===== src/design/lkv_pkg.sv =====
// Shared types and constants for the LRU key/value cache.
package lkv_pkg;

    localparam int KEY_W           = 16;
    localparam int VAL_W           = 20;
    localparam int CAP_W           = 5;
    localparam int ENTRIES_DEFAULT = 16;

    localparam logic [CAP_W-1:0] CAP_RESET = 5'd16;

    typedef enum logic {
        MODE_GET = 1'b0,
        MODE_PUT = 1'b1
    } mode_t;

    // One request presented to the store for execution this cycle.
    typedef struct packed {
        logic             go;
        mode_t            mode;
        logic [KEY_W-1:0] key;
        logic [VAL_W-1:0] value;
    } lkv_req_t;

    typedef struct packed {
        logic             hit;
        logic [VAL_W-1:0] read_value;
    } lkv_rsp_t;

endpackage


===== src/design/lkv_match.sv =====
// Parallel key compare across all entries of the cache.
module lkv_match #(
    parameter int ENTRIES = lkv_pkg::ENTRIES_DEFAULT
) (
    input  logic [lkv_pkg::KEY_W-1:0] key,
    input  logic [lkv_pkg::KEY_W-1:0] keys [ENTRIES],
    input  logic [ENTRIES-1:0]        valid,
    output logic [ENTRIES-1:0]        match
);

    // Keys are unique among valid entries, so at most one bit is set.
    always_comb
    begin
        for (int i = 0; i < ENTRIES; i++)
        begin
            match[i] = valid[i] && (keys[i] == key);
        end
    end

endmodule


===== src/design/lkv_store.sv =====
// Entry storage, recency ranks and update logic for the cache.
module lkv_store #(
    parameter int ENTRIES = lkv_pkg::ENTRIES_DEFAULT
) (
    input  logic                      clk,
    input  logic                      rst_n,
    input  lkv_pkg::lkv_req_t         req,
    input  logic [lkv_pkg::CAP_W-1:0] capacity,
    output lkv_pkg::lkv_rsp_t         rsp,
    output logic [$clog2(ENTRIES+1)-1:0] occ_count,
    output logic [ENTRIES-1:0]        occ_valid
);

    localparam int RANK_W = $clog2(ENTRIES);
    localparam int CNT_W  = $clog2(ENTRIES + 1);
    localparam int CMP_W  = (CNT_W > lkv_pkg::CAP_W) ? CNT_W : lkv_pkg::CAP_W;

    logic [lkv_pkg::KEY_W-1:0] keys_reg   [ENTRIES];
    logic [lkv_pkg::VAL_W-1:0] values_reg [ENTRIES];
    logic [ENTRIES-1:0]        valid_reg;
    logic [ENTRIES-1:0]        valid_next;
    logic [RANK_W-1:0]         rank_reg   [ENTRIES];
    logic [RANK_W-1:0]         rank_next  [ENTRIES];
    logic [CNT_W-1:0]          count_reg;
    logic [CNT_W-1:0]          count_next;

    logic [ENTRIES-1:0]        match;
    logic                      hit_any;
    logic [lkv_pkg::VAL_W-1:0] hit_value;
    logic [RANK_W-1:0]         hit_rank;
    logic [CMP_W-1:0]          cap_eff;
    logic [CNT_W-1:0]          count_m1;
    logic                      put_miss;
    logic                      evict_en;
    logic [ENTRIES-1:0]        victim;
    logic [ENTRIES-1:0]        valid_kept;
    logic [ENTRIES-1:0]        slot_oh;
    logic [ENTRIES-1:0]        key_we;
    logic [ENTRIES-1:0]        val_we;

    lkv_match #(
        .ENTRIES (ENTRIES)
    ) u_match (
        .key   (req.key),
        .keys  (keys_reg),
        .valid (valid_reg),
        .match (match)
    );

    // Clamp capacity to 1..ENTRIES.
    always_comb
    begin
        cap_eff = CMP_W'(capacity);
        if (capacity == '0)
        begin
            cap_eff = CMP_W'(1);
        end
        else if (cap_eff > CMP_W'(ENTRIES))
        begin
            cap_eff = CMP_W'(ENTRIES);
        end
    end

    always_comb
    begin
        hit_value = '0;
        hit_rank  = '0;
        for (int i = 0; i < ENTRIES; i++)
        begin
            if (match[i])
            begin
                hit_value = hit_value | values_reg[i];
                hit_rank  = hit_rank | rank_reg[i];
            end
        end
    end

    assign hit_any  = |match;
    assign count_m1 = count_reg - CNT_W'(1);
    assign put_miss = (req.mode == lkv_pkg::MODE_PUT) && !hit_any;
    assign evict_en = put_miss && (CMP_W'(count_reg) >= cap_eff);

    // Ranks of valid entries form 0..count-1, so the oldest holds count-1.
    always_comb
    begin
        for (int i = 0; i < ENTRIES; i++)
        begin
            victim[i] = evict_en && valid_reg[i] &&
                        (rank_reg[i] == count_m1[RANK_W-1:0]);
        end
    end

    assign valid_kept = valid_reg & ~victim;
    // Lowest free slot after eviction.
    assign slot_oh    = ~valid_kept & (valid_kept + ENTRIES'(1));

    always_comb
    begin
        valid_next = valid_reg;
        rank_next  = rank_reg;
        count_next = count_reg;
        key_we     = '0;
        val_we     = '0;
        if (req.go)
        begin
            if (hit_any)
            begin
                // Promote the hit; younger entries age by one.
                for (int i = 0; i < ENTRIES; i++)
                begin
                    if (match[i])
                    begin
                        rank_next[i] = '0;
                    end
                    else if (valid_reg[i] && (rank_reg[i] < hit_rank))
                    begin
                        rank_next[i] = rank_reg[i] + RANK_W'(1);
                    end
                end
                if (req.mode == lkv_pkg::MODE_PUT)
                begin
                    val_we = match;
                end
            end
            else if (put_miss)
            begin
                valid_next = valid_kept | slot_oh;
                for (int i = 0; i < ENTRIES; i++)
                begin
                    if (slot_oh[i])
                    begin
                        rank_next[i] = '0;
                    end
                    else if (valid_kept[i])
                    begin
                        rank_next[i] = rank_reg[i] + RANK_W'(1);
                    end
                end
                key_we     = slot_oh;
                val_we     = slot_oh;
                count_next = count_reg - CNT_W'(evict_en) + CNT_W'(1);
            end
        end
    end

    always_ff @(posedge clk or negedge rst_n)
    begin
        if (!rst_n)
        begin
            valid_reg <= '0;
            count_reg <= '0;
            for (int i = 0; i < ENTRIES; i++)
            begin
                rank_reg[i] <= '0;
            end
        end
        else
        begin
            valid_reg <= valid_next;
            count_reg <= count_next;
            rank_reg  <= rank_next;
        end
    end

    always_ff @(posedge clk)
    begin
        for (int i = 0; i < ENTRIES; i++)
        begin
            if (key_we[i])
            begin
                keys_reg[i] <= req.key;
            end
            if (val_we[i])
            begin
                values_reg[i] <= req.value;
            end
        end
    end

    assign rsp.hit        = hit_any;
    assign rsp.read_value = (req.mode == lkv_pkg::MODE_GET && hit_any) ? hit_value : '0;
    assign occ_count      = count_reg;
    assign occ_valid      = valid_reg;

endmodule


===== src/design/lru_key_value_cache.sv =====
// Top level of the fully associative LRU key/value cache.
//
//   Channel  Handshake              Payload
//   -------  ---------------------  -------------------------
//   in       in_valid / in_stall    mode, key, value
//   out      out_valid / out_stall  hit, read_value
//   cfg      cfg_wr_en              cfg_wr_data (capacity)
//
// One request per cycle while the output is not stalled. A request is held in
// the input register, is looked up and applied to the entry store by the
// parallel key compare, and its result lands in the output register, where
// out_valid marks it.
// Reset empties the cache and sets capacity to 16. A stalled output holds
// the pending request in the input register and stalls the input.
module lru_key_value_cache #(
    parameter int ENTRIES = lkv_pkg::ENTRIES_DEFAULT
) (
    input  logic                      clk,
    input  logic                      rst_n,
    input  logic                      in_valid,
    output logic                      in_stall,
    input  logic                      mode,
    input  logic [lkv_pkg::KEY_W-1:0] key,
    input  logic [lkv_pkg::VAL_W-1:0] value,
    output logic                      out_valid,
    input  logic                      out_stall,
    output logic                      hit,
    output logic [lkv_pkg::VAL_W-1:0] read_value,
    input  logic                      cfg_wr_en,
    input  logic [lkv_pkg::CAP_W-1:0] cfg_wr_data
);

    localparam int CNT_W = $clog2(ENTRIES + 1);

    logic                      req_valid_reg;
    logic                      req_valid_next;
    logic                      req_mode_reg;
    logic [lkv_pkg::KEY_W-1:0] req_key_reg;
    logic [lkv_pkg::VAL_W-1:0] req_value_reg;
    logic [lkv_pkg::CAP_W-1:0] capacity_reg;
    logic                      out_valid_reg;
    logic                      out_valid_next;
    logic                      hit_reg;
    logic [lkv_pkg::VAL_W-1:0] read_value_reg;
    logic                      advance;
    logic                      accept;
    lkv_pkg::lkv_req_t         req;
    lkv_pkg::lkv_rsp_t         rsp;
    logic [CNT_W-1:0]          occ_count;
    logic [ENTRIES-1:0]        occ_valid;

    assign advance  = !out_valid_reg || !out_stall;
    assign in_stall = req_valid_reg && !advance;
    assign accept   = in_valid && !in_stall;

    assign req.go    = req_valid_reg && advance;
    assign req.mode  = lkv_pkg::mode_t'(req_mode_reg);
    assign req.key   = req_key_reg;
    assign req.value = req_value_reg;

    lkv_store #(
        .ENTRIES (ENTRIES)
    ) u_store (
        .clk       (clk),
        .rst_n     (rst_n),
        .req       (req),
        .capacity  (capacity_reg),
        .rsp       (rsp),
        .occ_count (occ_count),
        .occ_valid (occ_valid)
    );

    always_comb
    begin
        req_valid_next = req_valid_reg;
        if (accept)
        begin
            req_valid_next = 1'b1;
        end
        else if (advance)
        begin
            req_valid_next = 1'b0;
        end
        out_valid_next = out_valid_reg;
        if (advance)
        begin
            out_valid_next = req_valid_reg;
        end
    end

    always_ff @(posedge clk or negedge rst_n)
    begin
        if (!rst_n)
        begin
            req_valid_reg <= 1'b0;
            out_valid_reg <= 1'b0;
            capacity_reg  <= lkv_pkg::CAP_RESET;
        end
        else
        begin
            req_valid_reg <= req_valid_next;
            out_valid_reg <= out_valid_next;
            if (cfg_wr_en)
            begin
                capacity_reg <= cfg_wr_data;
            end
        end
    end

    always_ff @(posedge clk)
    begin
        if (accept)
        begin
            req_mode_reg  <= mode;
            req_key_reg   <= key;
            req_value_reg <= value;
        end
        if (req.go)
        begin
            hit_reg        <= rsp.hit;
            read_value_reg <= rsp.read_value;
        end
    end

    assign out_valid  = out_valid_reg;
    assign hit        = hit_reg;
    assign read_value = read_value_reg;

    // A request applied to the store must produce a result next cycle.
    a_go_gives_result: assert property (@(posedge clk) disable iff (!rst_n)
        req.go |=> out_valid)
        else $error("request executed without a result");

    // Occupied count tracks the number of valid entries.
    a_count_matches_valid: assert property (@(posedge clk) disable iff (!rst_n)
        $countones(occ_valid) == int'(occ_count))
        else $error("occupied count out of step with valid entries");

    a_count_bounded: assert property (@(posedge clk) disable iff (!rst_n)
        int'(occ_count) <= ENTRIES)
        else $error("occupied count above entry count");

    // Only an inserting put grows the cache, by one entry; here the count must hold without a request.
    a_count_growth: assert property (@(posedge clk) disable iff (!rst_n)
        !req.go |=> $stable(occ_count))
        else $error("occupied count changed without a request");

endmodule


===== config.mk =====
export PLATFORM = sky130hd
export DESIGN_NAME = lru_key_value_cache
export DESIGN_NICKNAME = d
export VERILOG_FILES = /design/src/design/lkv_pkg.sv /design/src/design/lkv_match.sv /design/src/design/lkv_store.sv /design/src/design/lru_key_value_cache.sv
export SDC_FILE = /design/constraint.sdc
export NUM_CORES = 1
export LEC_CHECK = 0
export BUFFER_PORTS_ARGS = -buffer_cell sky130_fd_sc_hd__buf_2
export CORE_MARGIN = 2
export CORE_UTILIZATION = 40
export CTS_CLUSTER_DIAMETER = 200
export DETAILED_ROUTE_END_ITERATION = 10
export HOLD_SLACK_MARGIN = 0.12
export REMOVE_ABC_BUFFERS = 1
export SYNTH_ARGS = -nofsm -noshare
export SYNTH_HDL_FRONTEND = slang
export SYNTH_SLANG_ARGS = --single-unit

===== constraint.sdc =====
create_clock -name clk -period 7.05 [get_ports clk]
set_input_delay 1.0575 -clock clk [delete_from_list [all_inputs] [get_ports clk]]
set_output_delay 1.0575 -clock clk [all_outputs]
set_load 0.005 [all_outputs]

Word level (Yosys, flattened, before mapping)
Memories as Yosys holds them, arrays and structs flattened.
Cells that the tools add are included.
Widths: inputs -> output; s select.

operators by class
  bitwise gates (word level) = 37
  equal/unequal tests = 48
  muxes and demuxes = 140
  magnitude comparators = 18
  reductions and logical operators = 113
  $add $sub $neg = 20

operator list
  operator               count
  $mux 20                16
  $mux 4                 80
  $or 20x20->20          15
  $eq 16x16->1           16
  $mux 64                2
  $mux 16                6
  $logic_and 1x1->1      70
  $add 4x1->4 const B    16
  $eq 4x4->1             16
  $lt 4x4->1             16
  $reduce_and 4->1       16
  $or 4x4->4             15
  $ne 3x2->1 const B     16
  $reduce_bool 3->1      16
  $mux 1                 34
  $and 16x16->16         2
  $not 16->16            2
  $add 16x1->16 const B  1
  $or 16x16->16          1
  $reduce_or 16->1       1
  $mux 5                 2
  $add 5x1->5 const B    1
  $ge 5x5->1             1
  $gt 5x5->1 const B     1
  8 further kinds        14

word-level totals
  input port bits = 47
  memories kept = 1
  bits in writable memories = 320
  output and inout bits = 23
  flip-flop bits (word level) = 406

memory list
  name                depth  width  read ports  clocked after memory_dff  write ports  line             source
  u_store.values_reg  16     20     16          0                         16           lkv_store.sv:19  logic [lkv_pkg::VAL_W-1:0] values_reg [ENTRIES];

Depth between registers and ports, before layout
  word-level depth = 38
  mapped depth = 20
  depth with buffers taken out = 19

Cells and area by module
From an unflattened synthesis, not the netlist that was laid out.

second synthesis, totals
  cell total of the unflattened synthesis = 2154
  area, all modules = 32084.5 sq um

by module, submodules not included
  module               seq. area each (sq um)  cells an instance  area each (sq um)  instances
  lkv_store            19423.6                 1694               26813.2            1
  lkv_match            0.0                     384                3260.6             1
  lru_key_value_cache  1918.1                  76                 2010.7             1

Worst setup path after synthesis
OpenSTA, ideal clock, no wires.

  kind = input to register
  from = input out_stall
  to = register u_store.keys_reg[112] in the netlist's numbering (enable)
  cell stages on the path = 6
  slack = 2.019 ns
  arrival time = 4.617 ns
  required time = 6.636 ns
  path buffers = 1
  path through = a21boi_1 nand2_1 nor2_1 buf_2 nand2_1 a211oi_1

on the way
  cells in the longest elaborated chain, start to end = 4

ends and longest elaborated chain
  what                            line                       source
  start: declaration              lru_key_value_cache.sv:26  input logic out_stall,
  $logic_not 1->1                 lru_key_value_cache.sv:52  assign advance = !out_valid_reg || !out_stall;
  $logic_or 1x1->1                lru_key_value_cache.sv:52
  $logic_and 1x1->1               lru_key_value_cache.sv:56  assign req.go = req_valid_reg && advance;
  $mux 16                         lkv_store.sv:104           if (req.go)
  via u_store.key_we[8]           lkv_store.sv:38            logic [ENTRIES-1:0] key_we;
  end signal: indexed assignment  lkv_store.sv:171           keys_reg[i] <= req.key;
  end: declaration                lkv_store.sv:18            logic [lkv_pkg::KEY_W-1:0] keys_reg [ENTRIES];

The timed path passes the listed nets, and every way through them passes these cells.
A chain may end at the register's enable or synchronous reset.

Worst setup path in the final report
  from = register req_key_reg[14] in the netlist's numbering
  to = register u_store.rank_reg[9] in the netlist's numbering

on the way
  cells in the longest elaborated chain, start to end = 37

ends and longest elaborated chain
  what                               line                        source
  start: declaration                 lru_key_value_cache.sv:38   logic [lkv_pkg::KEY_W-1:0] req_key_reg;
  start signal: assignment           lru_key_value_cache.sv:115  req_key_reg <= key;
  $eq 16x16->1                       lkv_match.sv:16             match[i] = valid[i] && (keys[i] == key);
  $logic_and 1x1->1                  lkv_match.sv:16
  $mux 4                             lkv_store.sv:70             if (match[i])
  $or 4x4->4                         lkv_store.sv:73             hit_rank = hit_rank | rank_reg[i];
  $mux 4                             lkv_store.sv:70
  $or 4x4->4                         lkv_store.sv:73
  $mux 4                             lkv_store.sv:70
  $or 4x4->4                         lkv_store.sv:73
  (+21 left out)                     n/a
  $or 4x4->4                         lkv_store.sv:73
  $mux 4                             lkv_store.sv:70
  $or 4x4->4                         lkv_store.sv:73
  $mux 4                             lkv_store.sv:70
  $lt 4x4->1                         lkv_store.sv:115            else if (valid_reg[i] && (rank_reg[i] < hit_rank))
  $logic_and 1x1->1                  lkv_store.sv:115
  $ne 3x2->1 (no source line)        n/a
  $reduce_and 4->1 (no source line)  n/a
  end signal: assignment             lkv_store.sv:161            rank_reg <= rank_next;
  end: declaration                   lkv_store.sv:22             logic [RANK_W-1:0] rank_reg [ENTRIES];

Parallel ways exist; a longest one is shown, timed or not. The select of a mux whose other input is x is not followed.

==> results.sh <==
export IMPL_routabilityCongestion=0.983
export IMPL_hold_buffers=0
export IMPL_slew_headroom_pct=23.7
export IMPL_routed_wl_mm=99.8
export IMPL_ys_flop_type="edfxtp_1"
export IMPL_cpPeakStageDelay_ns=0.93
export IMPL_crit_fanout=25
export IMPL_hold_path_class="input pin to asynchronous set/reset pin"
export IMPL_path_cells="buf_4 -> xor2_1 -> nor4_1 -> nand3_1 -> nor4_4 -> buf_4 -> a22oi_1 -> nand3_1 -> nor2_1 -> buf_4 -> ha_1 -> o21a_1 -> o31ai_1 -> a211oi_1 -> nand2_1 -> nand3_1 -> mux2i_1"
export IMPL_worst_slew_pin_slew_ns=1.13
export IMPL_cts_sinks=726
export IMPL_setup_viol_count_final=0
export IMPL_finalMaxSlewViolations=0
export IMPL_boundaryPins=70
export IMPL_grt_overflow_total=0
export IMPL_row_count=105
export IMPL_cts_max_path_buffers=3
export IMPL_cts_clk_slew_worst_paths_ns=0.06
export IMPL_die_area_sq_um=85200
export IMPL_synth_distinct_cells=97
export IMPL_hold_violations=0
export IMPL_yosys_register_bits=726
export IMPL_drtIter0Drc=2373
export IMPL_ys_warnings_count=0
export IMPL_hpwlAfterDp_mm=65.1
export IMPL_final_min_clock_period_ns=5.94
export IMPL_start_util_pct=40.4
export IMPL_layout_drive_gt1_share_pct=14.2
export IMPL_grt_pass1_wl_mm=146
export IMPL_min_period_over_period_pct=84.2
export IMPL_core_sq_um=82100
export IMPL_synth_yosys_seq_area_share_pct=64.4
export IMPL_io_buffers=69
export IMPL_fin_nets=2624
export IMPL_ir_drop_mv=0.219
export IMPL_async_reset_ff_share_pct=12.7
export IMPL_final_cell_area_sq_um=37600
export IMPL_rsz0062_at_grt="no"
export IMPL_p_leak_nw=12.6
export IMPL_wl_per_cell_microns=27.5
export IMPL_route_detailed_drc=0
export IMPL_worstPathArrival_ns=6.50
export IMPL_finalSetupTns_ns=0
export IMPL_die_y_microns=292
export IMPL_grt_usage_pct=23.3
export IMPL_crit_path_start_kind="register"
export IMPL_outcome="finished, final reports clean"
export IMPL_fin_skew_ns=0.0327
export IMPL_cp_required_ns=7.61
export IMPL_drtAntennaViolNets=0
export IMPL_avgSynthCellArea_sq_um=14.0
export IMPL_cap_violations=0
export IMPL_largest_register_ffs=320
export IMPL_cp_slowest_cell="edfxtp_1"
export IMPL_area_growth_pct=13.5
export IMPL_h_tree_depth=3
export IMPL_grt_max_degree=51
export IMPL_finalPower_mw=11.8
export IMPL_cts_tree="done"
export IMPL_postCtsSetupRepairBufs=0
export IMPL_placed_area_sq_um=35000
export IMPL_path_class="register to register"
export IMPL_powerDensity_nw_per_um2=314
export IMPL_worstSetupEndpointType="register"
export IMPL_via_per_inst=5.98
export IMPL_dr_total_vias=21700
export IMPL_syn_cell_area_sq_um=33200
export IMPL_detail_route_first_pass_iterations=6
export IMPL_numCtsBuffers=75
export IMPL_cts_root_buf="clkbuf_16"
export IMPL_fmax_mhz=168
export IMPL_cts_resized=0
export IMPL_synth_cells=2365
export IMPL_antenna_found_initial=1
export IMPL_die_w_microns=292
export IMPL_clk_latency_ns=0.65
export IMPL_fin_util_pct=45.8
export IMPL_synth_edf_count=634
export IMPL_grt_pass1_vias=21400
-- stage by stage --
step	hold slack, ns	instances	worst slack [ns]
finish	0.448	3635	1.11
global route	0.486	3634	1.04
CTS	0.447	3634	1.16
detailed placement	0.485	3494	1.17
global placement	0.463	3493	1.19
floorplan	0.444	2258	1.28
-- report_power, final --
group,switching [mW],internal [mW],total (mW),leakage (nW)
registers,0.432,4.98,5.41,6.84
logic,1.39,0.856,2.25,4.53
clock network,1.73,2.42,4.16,1.27
total,3.55,8.26,11.8,12.6
-- layer usage --
layer,vias up,GRT usage [%],wire length (microns)
met1,11100,33.1,43100
met4,0,7.97,3090
li1,9469,-,-
met2,952,36.6,46000
met3,187,3.49,7660
met5,-,0,0
-- worst paths after layout --
path	cells after the start	end	slack (ns)	from
max	17	u_store.rank_reg[9]	1.11	req_key_reg[14]
min reg2reg	1	out_valid	0.49	req_valid_reg
min in group clk	1	out_valid	0.49	req_valid_reg
min	1	u_store.rank_reg[55]	0.45	rst_n
max reg2reg	17	u_store.rank_reg[9]	1.11	req_key_reg[14]
max in group asynchronous	2	u_store.rank_reg[10]	5.43	rst_n
-- cell usage after synthesis (6+ instances only) --
cell type | n | share of area (%)
o2bb2ai_1 | 7 | 0.18
o21ai_0 | 60 | 0.91
a32oi_1 | 10 | 0.26
xnor2_1 | 258 | 6.8
buf_4 | 13 | 0.29
or3_1 | 7 | 0.13
mux2_2 | 10 | 0.34
a211o_1 | 6 | 0.16
or4_1 | 7 | 0.16
nand3_1 | 88 | 1.3
dfrtp_1 | 91 | 6.9
and4_1 | 10 | 0.26
nor4_1 | 18 | 0.34
a221oi_1 | 67 | 1.8
a211oi_1 | 7 | 0.16
nor3b_1 | 7 | 0.16
nor2_1 | 90 | 1.0
nor2b_1 | 17 | 0.32
o31ai_1 | 13 | 0.29
clkbuf_1 | 56 | 0.63
and2_1 | 15 | 0.28
o211ai_1 | 11 | 0.25
mux2i_1 | 8 | 0.24
a22o_1 | 69 | 1.8
o21a_1 | 9 | 0.20
a31o_2 | 6 | 0.16
nand2_1 | 108 | 1.2
a21o_1 | 14 | 0.32
nand4_1 | 96 | 1.8
buf_2 | 10 | 0.15
edfxtp_1 | 634 | 57
buf_6 | 20 | 0.68
o31a_1 | 8 | 0.21
ha_1 | 76 | 2.9
and3_1 | 41 | 0.77
a31oi_1 | 34 | 0.64
o21ai_1 | 7 | 0.11
nor3_1 | 47 | 0.71
a21oi_1 | 34 | 0.51
nand2b_1 | 24 | 0.45
a22oi_1 | 54 | 1.2
inv_1 | 48 | 0.54
xor2_1 | 60 | 1.6
-- cell usage in the layout, fill, tap and decap left out, drive strengths merged, types with 14 or more instances in the layout --
| master | Yosys | final |
|---|---|---|
| a22o | 69 | 69 |
| a31oi | 35 | 35 |
| ha | 76 | 76 |
| nor2 | 92 | 92 |
| inv | 50 | 55 |
| xnor2 | 259 | 259 |
| a21oi | 34 | 34 |
| dfrtp | 91 | 91 |
| nand2 | 109 | 109 |
| edfxtp | 634 | 634 |
| nor2b | 17 | 17 |
| nand2b | 24 | 24 |
| o21ai | 69 | 69 |
| o31ai | 17 | 17 |
| nand4 | 96 | 96 |
| a21o | 14 | 14 |
| a22oi | 54 | 54 |
| nor3 | 50 | 50 |
| and2 | 15 | 15 |
| clkinv | 0 | 34 |
| clkbuf | 56 | 87 |
| buf | 51 | 166 |
| and3 | 41 | 41 |
| xor2 | 60 | 60 |
| nand3 | 89 | 89 |
| a221oi | 68 | 68 |
| nor4 | 22 | 22 |
-- cell families after synthesis --
logic type | synth area share, %
DFF | 64.4
muxes | 0.581
buffers and inverters | 2.66
AOI/OAI and AO/OA | 10.7
xor gates and xnor gates | 8.79
and+or+nand+nor | 10.0
adders and majority gates | 2.87
-- worst max-delay path, delay by kind of cell, from the launching register on --
kind / cells / cell delay [ns]
compound gates: 4 / 1.03
xor+xnor: 1 / 0.13
fa+ha+maj: 1 / 0.32
buf+inv: 3 / 1.18
flops: 1 / 0.93
mux: 1 / 0.20
simple gates: 7 / 2.02
-- area by class of cell --
class	count	area [sq um]
Fill cell	7099	44500
Sequential cell	726	21300
Multi-Input combinational cell	1482	11000
Clock buffer	87	1950
Tap cell	1070	1340
Timing Repair Buffer	166	1120
Clock inverter	53	642
Inverter	50	188
Antenna cell	1	2.50
No activity file was read; power rests on OpenSTA's default activity.
